<file path="src/hdl/lcdws_pkg.sv">
package lcdws_pkg;

   // Default sizes
   localparam int NUMBER_BITS_DEF = 32;
   localparam int TIMER_BITS_DEF  = 24;
   localparam int MAX_COLUMNS_DEF = 16;

   // Request kinds
   localparam logic [2:0] KIND_INIT    = 3'd0;
   localparam logic [2:0] KIND_COMMAND = 3'd1;
   localparam logic [2:0] KIND_CHAR    = 3'd2;
   localparam logic [2:0] KIND_CURSOR  = 3'd3;
   localparam logic [2:0] KIND_NUMBER  = 3'd4;

   // Control register indexes
   localparam logic [1:0] CSR_ENABLE_HIGH = 2'd0;
   localparam logic [1:0] CSR_ENABLE_LOW  = 2'd1;
   localparam logic [1:0] CSR_INIT_GAP    = 2'd2;
   localparam logic [1:0] CSR_CLEAR_GAP   = 2'd3;

   // Control register reset values
   localparam int RESET_ENABLE_HIGH = 100000;
   localparam int RESET_ENABLE_LOW  = 100000;
   localparam int RESET_INIT_GAP    = 50000;
   localparam int RESET_CLEAR_GAP   = 100000;

   // Display codes
   localparam logic [7:0] LINE1_BASE  = 8'h80;
   localparam logic [7:0] LINE2_BASE  = 8'hC0;
   localparam logic [7:0] ASCII_ZERO  = 8'd48;
   localparam logic [7:0] ROW_LINE1   = 8'd1;
   localparam logic [7:0] ROW_LINE2   = 8'd2;
   localparam logic [7:0] ROW_LIMIT   = 8'd3;
   localparam logic [1:0] INIT_STEP_CLEAR = 2'd2;
   localparam logic [1:0] INIT_STEP_FINAL = 2'd3;

   // One result item
   typedef struct packed {
      logic       write_valid;
      logic       reg_select;
      logic [7:0] bus_byte;
      logic       error;
      logic       last;
   } rsp_type;

   // Power-up command sequence: function set, display on, clear, entry mode
   function automatic logic [7:0] init_cmd(input logic [1:0] step);
      logic [7:0] code;
      unique case (step)
         2'd0:    code = 8'h38;
         2'd1:    code = 8'h0C;
         2'd2:    code = 8'h01;
         default: code = 8'h06;
      endcase
      return code;
   endfunction

   // Decimal place weights, highest place fits in 32 bits
   function automatic logic [31:0] pow10(input logic [3:0] place);
      logic [31:0] weight;
      unique case (place)
         4'd0:    weight = 32'd1;
         4'd1:    weight = 32'd10;
         4'd2:    weight = 32'd100;
         4'd3:    weight = 32'd1000;
         4'd4:    weight = 32'd10000;
         4'd5:    weight = 32'd100000;
         4'd6:    weight = 32'd1000000;
         4'd7:    weight = 32'd10000000;
         4'd8:    weight = 32'd100000000;
         4'd9:    weight = 32'd1000000000;
         default: weight = 32'd0;
      endcase
      return weight;
   endfunction

   // Decimal digits needed for the largest value of a given width
   function automatic int digits_for(input int bits);
      longint unsigned value;
      int count;
      value = (64'd1 << bits) - 64'd1;
      count = 0;
      for (int i = 0; i < 20; i++) begin
         if (value != 0) begin
            value = value / 10;
            count = count + 1;
         end
      end
      return count;
   endfunction

endpackage

</file>
<file path="src/hdl/char_lcd_write_sequencer.sv">
// Each display write counts down the enable-high time, then the enable-low time, then, for
// setup writes only, a gap wait, before its result is offered on the result port.
// Number requests extract each decimal place by repeated subtraction before its write.
// One request is in progress at a time; the next transfer is taken once the last result leaves.
// Reset (synchronous, active high) restores the timing registers and idles the sequencer.
module char_lcd_write_sequencer #(
   parameter int NUMBER_BITS = lcdws_pkg::NUMBER_BITS_DEF,
   parameter int TIMER_BITS  = lcdws_pkg::TIMER_BITS_DEF,
   parameter int MAX_COLUMNS = lcdws_pkg::MAX_COLUMNS_DEF
) (
   input  logic                                clock,
   input  logic                                reset,
   input  logic                                req_tvalid,
   output logic                                req_tready,
   // byte_value, column, row, number
   input  logic [((24+NUMBER_BITS+7)/8)*8-1:0] req_tdata,
   // kind
   input  logic [2:0]                          req_tuser,
   output logic                                rsp_tvalid,
   input  logic                                rsp_tready,
   // bus_byte
   output logic [7:0]                          rsp_tdata,
   // write_valid, reg_select, error
   output logic [2:0]                          rsp_tuser,
   output logic                                rsp_tlast,
   input  logic                                csr_valid,
   output logic                                csr_ready,
   input  logic [1:0]                          csr_index,
   input  logic [TIMER_BITS-1:0]               csr_data
);

   import lcdws_pkg::*;

   logic [TIMER_BITS-1:0] enable_high_ff, enable_high_in;
   logic [TIMER_BITS-1:0] enable_low_ff, enable_low_in;
   logic [TIMER_BITS-1:0] init_gap_ff, init_gap_in;
   logic [TIMER_BITS-1:0] clear_gap_ff, clear_gap_in;
   rsp_type               rsp_item;

   // Timing registers: take every transfer on the control port
   assign csr_ready = 1'b1;

   always_comb begin
      enable_high_in = enable_high_ff;
      enable_low_in  = enable_low_ff;
      init_gap_in    = init_gap_ff;
      clear_gap_in   = clear_gap_ff;
      if (csr_valid) begin
         unique case (csr_index)
            CSR_ENABLE_HIGH: enable_high_in = csr_data;
            CSR_ENABLE_LOW:  enable_low_in  = csr_data;
            CSR_INIT_GAP:    init_gap_in    = csr_data;
            CSR_CLEAR_GAP:   clear_gap_in   = csr_data;
            default:         enable_high_in = enable_high_ff;
         endcase
      end
   end

   always_ff @(posedge clock) begin
      if (reset) begin
         enable_high_ff <= TIMER_BITS'(RESET_ENABLE_HIGH);
         enable_low_ff  <= TIMER_BITS'(RESET_ENABLE_LOW);
         init_gap_ff    <= TIMER_BITS'(RESET_INIT_GAP);
         clear_gap_ff   <= TIMER_BITS'(RESET_CLEAR_GAP);
      end else begin
         enable_high_ff <= enable_high_in;
         enable_low_ff  <= enable_low_in;
         init_gap_ff    <= init_gap_in;
         clear_gap_ff   <= clear_gap_in;
      end
   end

   // Write sequencer with its shared subtractor
   lcdws_seq #(
      .NUMBER_BITS(NUMBER_BITS),
      .TIMER_BITS (TIMER_BITS),
      .MAX_COLUMNS(MAX_COLUMNS)
   ) u_seq (
      .clock            (clock),
      .reset            (reset),
      .req_valid        (req_tvalid),
      .req_ready        (req_tready),
      .req_kind         (req_tuser),
      .req_byte         (req_tdata[7:0]),
      .req_column       (req_tdata[15:8]),
      .req_row          (req_tdata[23:16]),
      .req_number       (req_tdata[24+NUMBER_BITS-1:24]),
      .enable_high_ticks(enable_high_ff),
      .enable_low_ticks (enable_low_ff),
      .init_gap_ticks   (init_gap_ff),
      .clear_gap_ticks  (clear_gap_ff),
      .rsp_valid        (rsp_tvalid),
      .rsp_ready        (rsp_tready),
      .rsp_item         (rsp_item)
   );

   assign rsp_tdata = rsp_item.bus_byte;
   assign rsp_tuser = {rsp_item.error, rsp_item.reg_select, rsp_item.write_valid};
   assign rsp_tlast = rsp_item.last;

`ifndef SYNTHESIS
   a_ready_excludes_result: assert property (@(posedge clock) disable iff (reset)
      !(req_tready && rsp_tvalid))
      else $error("input ready while a result is pending");

   a_no_write_is_blank: assert property (@(posedge clock) disable iff (reset)
      rsp_tvalid && !rsp_tuser[0] |-> rsp_tdata == 8'd0 && !rsp_tuser[1])
      else $error("result without a write carries bus data");

   a_error_ends_request: assert property (@(posedge clock) disable iff (reset)
      rsp_tvalid && rsp_tuser[2] |-> rsp_tlast && !rsp_tuser[0])
      else $error("error result is not a lone final result");

   a_idle_after_last: assert property (@(posedge clock) disable iff (reset)
      rsp_tvalid && rsp_tready && rsp_tlast |=> req_tready)
      else $error("not ready after final result transfer");
`endif

endmodule

</file>
<file path="src/hdl/lcdws_alu.sv">
module lcdws_alu #(
   parameter int WIDTH = 32
) (
   input  logic [WIDTH-1:0] alu_a,
   input  logic [WIDTH-1:0] alu_b,
   output logic [WIDTH-1:0] alu_diff,
   output logic             alu_borrow
);

   // Shared subtractor: borrow means a is below b
   assign {alu_borrow, alu_diff} = {1'b0, alu_a} - {1'b0, alu_b};

endmodule

</file>
<file path="src/hdl/lcdws_seq.sv">
module lcdws_seq #(
   parameter int NUMBER_BITS = 32,
   parameter int TIMER_BITS  = 24,
   parameter int MAX_COLUMNS = 16
) (
   input  logic                   clock,
   input  logic                   reset,
   input  logic                   req_valid,
   output logic                   req_ready,
   input  logic [2:0]             req_kind,
   input  logic [7:0]             req_byte,
   input  logic [7:0]             req_column,
   input  logic [7:0]             req_row,
   input  logic [NUMBER_BITS-1:0] req_number,
   input  logic [TIMER_BITS-1:0]  enable_high_ticks,
   input  logic [TIMER_BITS-1:0]  enable_low_ticks,
   input  logic [TIMER_BITS-1:0]  init_gap_ticks,
   input  logic [TIMER_BITS-1:0]  clear_gap_ticks,
   output logic                   rsp_valid,
   input  logic                   rsp_ready,
   output lcdws_pkg::rsp_type     rsp_item
);

   import lcdws_pkg::*;

   localparam int UNIT_BITS = (NUMBER_BITS > TIMER_BITS) ? NUMBER_BITS : TIMER_BITS;
   localparam int DIGITS    = digits_for(NUMBER_BITS);
   localparam int IDX_BITS  = $clog2(DIGITS);

   localparam logic [2:0] ST_IDLE  = 3'd0;
   localparam logic [2:0] ST_DIGIT = 3'd1;
   localparam logic [2:0] ST_HIGH  = 3'd2;
   localparam logic [2:0] ST_LOW   = 3'd3;
   localparam logic [2:0] ST_GAP   = 3'd4;
   localparam logic [2:0] ST_EMIT  = 3'd5;

   logic [2:0]             state_ff, state_in;
   logic [2:0]             kind_ff, kind_in;
   logic [TIMER_BITS-1:0]  tick_timer_ff, tick_timer_in;
   logic [NUMBER_BITS-1:0] remainder_ff, remainder_in;
   logic [IDX_BITS-1:0]    digit_index_ff, digit_index_in;
   logic [3:0]             digit_count_ff, digit_count_in;
   logic                   started_ff, started_in;
   logic [1:0]             init_step_ff, init_step_in;
   logic [7:0]             held_byte_ff, held_byte_in;
   logic                   held_select_ff, held_select_in;
   logic                   rsp_valid_ff, rsp_valid_in;
   logic                   rsp_write_ff, rsp_write_in;
   logic                   rsp_error_ff, rsp_error_in;
   logic                   rsp_last_ff, rsp_last_in;

   logic [UNIT_BITS-1:0]   alu_a, alu_b, alu_diff;
   logic                   alu_borrow;
   logic                   timer_done;
   logic                   write_last;

   // One subtractor serves both the tick countdown and the digit extraction
   lcdws_alu #(
      .WIDTH(UNIT_BITS)
   ) u_alu (
      .alu_a     (alu_a),
      .alu_b     (alu_b),
      .alu_diff  (alu_diff),
      .alu_borrow(alu_borrow)
   );

   // Steer operands: remainder against place weight, else timer against one
   always_comb begin
      if (state_ff == ST_DIGIT) begin
         alu_a = UNIT_BITS'(remainder_ff);
         alu_b = UNIT_BITS'(pow10(4'(digit_index_ff)));
      end else begin
         alu_a = UNIT_BITS'(tick_timer_ff);
         alu_b = UNIT_BITS'(1);
      end
   end

   // A count of zero or one ends the wait
   assign timer_done = alu_borrow || (alu_diff == '0);

   // Final write of the request
   always_comb begin
      if (kind_ff == KIND_INIT) begin
         write_last = (init_step_ff == INIT_STEP_FINAL);
      end else if (kind_ff == KIND_NUMBER) begin
         write_last = (digit_index_ff == '0);
      end else begin
         write_last = 1'b1;
      end
   end

   // Sequencer
   always_comb begin
      state_in       = state_ff;
      kind_in        = kind_ff;
      tick_timer_in  = tick_timer_ff;
      remainder_in   = remainder_ff;
      digit_index_in = digit_index_ff;
      digit_count_in = digit_count_ff;
      started_in     = started_ff;
      init_step_in   = init_step_ff;
      held_byte_in   = held_byte_ff;
      held_select_in = held_select_ff;
      rsp_valid_in   = rsp_valid_ff;
      rsp_write_in   = rsp_write_ff;
      rsp_error_in   = rsp_error_ff;
      rsp_last_in    = rsp_last_ff;

      unique case (state_ff)
         ST_IDLE: begin
            if (req_valid) begin
               kind_in       = req_kind;
               tick_timer_in = enable_high_ticks;
               unique case (req_kind)
                  KIND_INIT: begin
                     init_step_in   = 2'd0;
                     held_byte_in   = init_cmd(2'd0);
                     held_select_in = 1'b0;
                     state_in       = ST_HIGH;
                  end
                  KIND_COMMAND: begin
                     held_byte_in   = req_byte;
                     held_select_in = 1'b0;
                     state_in       = ST_HIGH;
                  end
                  KIND_CHAR: begin
                     held_byte_in   = req_byte;
                     held_select_in = 1'b1;
                     state_in       = ST_HIGH;
                  end
                  KIND_CURSOR: begin
                     priority if (req_column >= 8'(MAX_COLUMNS) || req_row >= ROW_LIMIT) begin
                        // out of range: flag and write nothing
                        rsp_valid_in = 1'b1;
                        rsp_write_in = 1'b0;
                        rsp_error_in = 1'b1;
                        rsp_last_in  = 1'b1;
                        state_in     = ST_EMIT;
                     end else if (req_row == ROW_LINE1) begin
                        held_byte_in   = LINE1_BASE + req_column;
                        held_select_in = 1'b0;
                        state_in       = ST_HIGH;
                     end else if (req_row == ROW_LINE2) begin
                        held_byte_in   = LINE2_BASE + req_column;
                        held_select_in = 1'b0;
                        state_in       = ST_HIGH;
                     end else begin
                        // row zero selects no line
                        rsp_valid_in = 1'b1;
                        rsp_write_in = 1'b0;
                        rsp_error_in = 1'b0;
                        rsp_last_in  = 1'b1;
                        state_in     = ST_EMIT;
                     end
                  end
                  KIND_NUMBER: begin
                     remainder_in   = req_number;
                     digit_index_in = IDX_BITS'(DIGITS - 1);
                     digit_count_in = 4'd0;
                     started_in     = 1'b0;
                     state_in       = ST_DIGIT;
                  end
                  default: begin
                     // unknown kind: drop it
                  end
               endcase
            end
         end

         ST_DIGIT: begin
            if (!alu_borrow) begin
               // subtract one place weight and count it
               remainder_in   = alu_diff[NUMBER_BITS-1:0];
               digit_count_in = digit_count_ff + 4'd1;
            end else if (digit_count_ff != 4'd0 || started_ff || digit_index_ff == '0) begin
               started_in     = 1'b1;
               held_byte_in   = ASCII_ZERO + {4'd0, digit_count_ff};
               held_select_in = 1'b1;
               tick_timer_in  = enable_high_ticks;
               state_in       = ST_HIGH;
            end else begin
               // skip a leading zero
               digit_index_in = digit_index_ff - IDX_BITS'(1);
            end
         end

         ST_HIGH: begin
            if (timer_done) begin
               tick_timer_in = enable_low_ticks;
               state_in      = ST_LOW;
            end else begin
               tick_timer_in = alu_diff[TIMER_BITS-1:0];
            end
         end

         ST_LOW: begin
            if (!timer_done) begin
               tick_timer_in = alu_diff[TIMER_BITS-1:0];
            end else if (kind_ff == KIND_INIT) begin
               tick_timer_in = (init_step_ff == INIT_STEP_CLEAR) ? clear_gap_ticks
                                                                  : init_gap_ticks;
               state_in      = ST_GAP;
            end else begin
               rsp_valid_in = 1'b1;
               rsp_write_in = 1'b1;
               rsp_error_in = 1'b0;
               rsp_last_in  = write_last;
               state_in     = ST_EMIT;
            end
         end

         ST_GAP: begin
            if (timer_done) begin
               rsp_valid_in = 1'b1;
               rsp_write_in = 1'b1;
               rsp_error_in = 1'b0;
               rsp_last_in  = write_last;
               state_in     = ST_EMIT;
            end else begin
               tick_timer_in = alu_diff[TIMER_BITS-1:0];
            end
         end

         ST_EMIT: begin
            if (rsp_ready) begin
               rsp_valid_in = 1'b0;
               if (rsp_last_ff) begin
                  state_in = ST_IDLE;
               end else if (kind_ff == KIND_INIT) begin
                  // advance to the next setup command
                  init_step_in   = init_step_ff + 2'd1;
                  held_byte_in   = init_cmd(init_step_ff + 2'd1);
                  held_select_in = 1'b0;
                  tick_timer_in  = enable_high_ticks;
                  state_in       = ST_HIGH;
               end else begin
                  // next lower decimal place
                  digit_index_in = digit_index_ff - IDX_BITS'(1);
                  digit_count_in = 4'd0;
                  state_in       = ST_DIGIT;
               end
            end
         end

         default: begin
            state_in = ST_IDLE;
         end
      endcase
   end

   always_ff @(posedge clock) begin
      if (reset) begin
         state_ff       <= ST_IDLE;
         kind_ff        <= KIND_INIT;
         tick_timer_ff  <= '0;
         remainder_ff   <= '0;
         digit_index_ff <= '0;
         digit_count_ff <= 4'd0;
         started_ff     <= 1'b0;
         init_step_ff   <= 2'd0;
         held_byte_ff   <= 8'd0;
         held_select_ff <= 1'b0;
         rsp_valid_ff   <= 1'b0;
         rsp_write_ff   <= 1'b0;
         rsp_error_ff   <= 1'b0;
         rsp_last_ff    <= 1'b0;
      end else begin
         state_ff       <= state_in;
         kind_ff        <= kind_in;
         tick_timer_ff  <= tick_timer_in;
         remainder_ff   <= remainder_in;
         digit_index_ff <= digit_index_in;
         digit_count_ff <= digit_count_in;
         started_ff     <= started_in;
         init_step_ff   <= init_step_in;
         held_byte_ff   <= held_byte_in;
         held_select_ff <= held_select_in;
         rsp_valid_ff   <= rsp_valid_in;
         rsp_write_ff   <= rsp_write_in;
         rsp_error_ff   <= rsp_error_in;
         rsp_last_ff    <= rsp_last_in;
      end
   end

   // Outputs: a result without a write shows zero byte and select
   assign req_ready            = (state_ff == ST_IDLE);
   assign rsp_valid            = rsp_valid_ff;
   assign rsp_item.write_valid = rsp_write_ff;
   assign rsp_item.reg_select  = rsp_write_ff & held_select_ff;
   assign rsp_item.bus_byte    = rsp_write_ff ? held_byte_ff : 8'd0;
   assign rsp_item.error       = rsp_error_ff;
   assign rsp_item.last        = rsp_last_ff;

endmodule

</file>
<file path="config.mk">
export PLATFORM = sky130hd
export DESIGN_NAME = char_lcd_write_sequencer
export DESIGN_NICKNAME = d
export VERILOG_FILES = /design/src/hdl/lcdws_pkg.sv /design/src/hdl/char_lcd_write_sequencer.sv /design/src/hdl/lcdws_alu.sv /design/src/hdl/lcdws_seq.sv
export SDC_FILE = /design/constraint.sdc
export NUM_CORES = 1
export LEC_CHECK = 0
export BUFFER_PORTS_ARGS = -buffer_cell sky130_fd_sc_hd__buf_4
export CAP_MARGIN = 10
export CORE_MARGIN = 4
export CORE_UTILIZATION = 55
export CTS_CLUSTER_SIZE = 20
export DETAILED_ROUTE_END_ITERATION = 10
export PLACE_DENSITY = 0.76
export SLEW_MARGIN = 20
export SYNTH_ARGS = -nofsm -noshare
export SYNTH_HDL_FRONTEND = slang
export SYNTH_SLANG_ARGS = --single-unit
</file>
<file path="constraint.sdc">
create_clock -name clock -period 8.2 [get_ports clock]
set_clock_uncertainty 0.1 [all_clocks]
set_input_delay 0.41 -clock clock [delete_from_list [all_inputs] [get_ports clock]]
set_output_delay 0.41 -clock clock [all_outputs]
set_load 0.03 [all_outputs]
</file>
==> out/metrics.csv <==
metric,value,unit
synth_ff_type,dfxtp_1,
clkTransAtPathRegs,60,ps
synth_edf_count,0,
max_slew_margin,26.6,%
ys_seq_area_share,32.4,%
ys_warn_count,0,
cp-start-kind,flop,
rsz0062_at_grt,no,
final_cell_mix,"nand2_1, dfxtp_1, a21oi_1",
grt_max_degree,75,
slowest_delay,870,ps
postCtsSetupBuffers,0,
rrSetupSlack,1360,ps
postLayoutCellArea,0.0144,sq mm
syn2layout_area_growth,13.3,%
ys_ff_latch,205,
finalCriticalPeriod,6840,ps
wl_per_cell,19.5,um
portBuffers,103,
critPathKind,flop to flop,
place_inst,1999,
cp_data_required_time,8570,ps
holdWs,17.7,ps
grt_pass1_vias,11800,
crit_slowest_cell,a21oi_2,
pre_cts_ws,1460,ps
p_leak,5.78,nW
vias,12800,
synth_cells,1716,
drt_first_pass_iters,5,
io_pins,105,
core,0.0226,sq mm
hold_viol,0,
critPathCaptureType,flop,
cts_resized,0,
antenna_found_initial,0,
overflow,0,
finalSetupViolCount,0,
syn_avg_cell_area,7.39,sq um
tightest_slew,1100,ps
syn_nets,1844,
ant_nets,0,
cts_max_level,1,
viasPerCell,6.25,
dieHeight,160,um
placed_cell_area,0.0135,sq mm
cts.sinks,205,
setup_ws,1360,ps
drt-total-wl,39800,um
numCtsBuffers,24,
slew_viol_final,0,
die_w,160,um
worstPathArrival,7210,ps
drive_gt1_share,11.5,%
final_core_utilization,63.4,%
status,finished clean,
p_per_area,502,mW/mm^2
cts_buffer_depth,3,
cts_tree,done,
dpl.hpwl,28800,um
insertion_delay,540,ps
rows,55,
grt.total_usage,30.0,%
die-area,0.0255,sq mm
crit_top_cell,nand2_1,
period_share,83.4,%
gp_congestion,0.976,
finalNonFillerCells,2047,
antennaDiodeCount,0,
path_cells,or3b_4 > nand2_1 > nand2_1 > ha_1 > and2_1 > a221oi_1 > a211oi_1 > o21ai_0 > a2111oi_0 > a311oi_1 > o21ai_1 > nor4b_4 > buf_4 > a41oi_4 > a21oi_2 > a221o_1,
netlist_area,0.0127,sq mm
cts-root-buf,clkbuf_16,
worst_hold_path_type,input pin to flop,
initial_core_util,56.0,%
tns,0,ps
drt-initial-drc-count,1156,
finalNetCount,1872,
async_flop_share,0,%
cp_max_fo,71,
max_cap_viol_count,0,
layout_commonest_cell,nand2_1,
grt_pass1_wl,63700,um
synth_cell_types,92,
finalPower,7.21,mW
drc,0,
max_freq,146,MHz
peakVddDrop,450,uV
-- worst max-delay path, delay by kind of cell, from the launching register on --
kind | cells | cell delay [ps]
AO/OA/AOI/OAI | 9 | 3690
adder cells (fa/ha/maj) | 1 | 280
buffers and inverters | 1 | 350
AND/OR/NAND/NOR | 5 | 1510
flip-flops | 1 | 820
-- timing repair --
| item | in CTS | in global routing |
|---|---|---|
| hold buffers | 4 | 0 |
| setup endpoints to repair | 0 | 0 |
| hold endpoints to repair | 7 | 0 |
-- final timing paths --
kind / start / endpoint / cells after the start
max reg2reg: u_seq.state_ff[1] / u_seq.tick_timer_ff[1] / 16
min reg2reg: enable_high_ff[6] / enable_high_ff[6] / 2
max: u_seq.state_ff[1] / u_seq.tick_timer_ff[1] / 16
min: csr_data[7] / enable_low_ff[7] / 3
-- routing by layer --
metal  wire [um]  GRT usage (%)  vias to the layer above
li1            -              -                     6151
met1       17400           42.7                     6025
met2       17900           47.4                      556
met3        3380           4.67                       66
met4        1130           8.25                        0
met5           0              0                        -
-- where the power goes --
part	switching [mW]	leakage, nW	internal, mW
logic	3.07	3.69	1.62
registers	0.177	1.67	1.18
clock network	0.453	0.418	0.706
-- synth_stat cells, types with 23 or more instances --
master / number / area [sq um]
nand2_1: 408 / 1530
dfxtp_1: 205 / 4100
a21oi_1: 145 / 726
nor2_1: 128 / 480
clkbuf_1: 104 / 390
o21ai_0: 49 / 245
o211ai_1: 45 / 338
a211oi_1: 42 / 315
mux2i_1: 41 / 410
ha_1: 37 / 463
and3_1: 33 / 206
inv_1: 32 / 120
nand4_1: 32 / 200
nor3_1: 31 / 155
nand3b_1: 26 / 195
a221o_1: 24 / 240
and2_1: 24 / 150
nand3_1: 23 / 115
-- cell families after synthesis --
kind of cell | count (synthesis) | synth area share, %
and+or+nand+nor | 799 | 29.4
AOI/OAI and AO/OA | 437 | 23.5
DFF | 205 | 32.4
buffers and inverters | 160 | 5.08
muxes | 45 | 3.62
adders and majority gates | 40 | 3.97
xor gates and xnor gates | 29 | 2.06
other | 1 | 0.0296
-- cell type report --
class | instances | area [sq um]
Clock buffer | 33 | 674
Sequential cell | 205 | 4110
Clock inverter | 11 | 186
Fill cell | 2007 | 8280
Tap cell | 285 | 357
Inverter | 33 | 124
Timing Repair Buffer | 129 | 978
Multi-Input combinational cell | 1351 | 7940
Power figures use the tool's default switching activity.
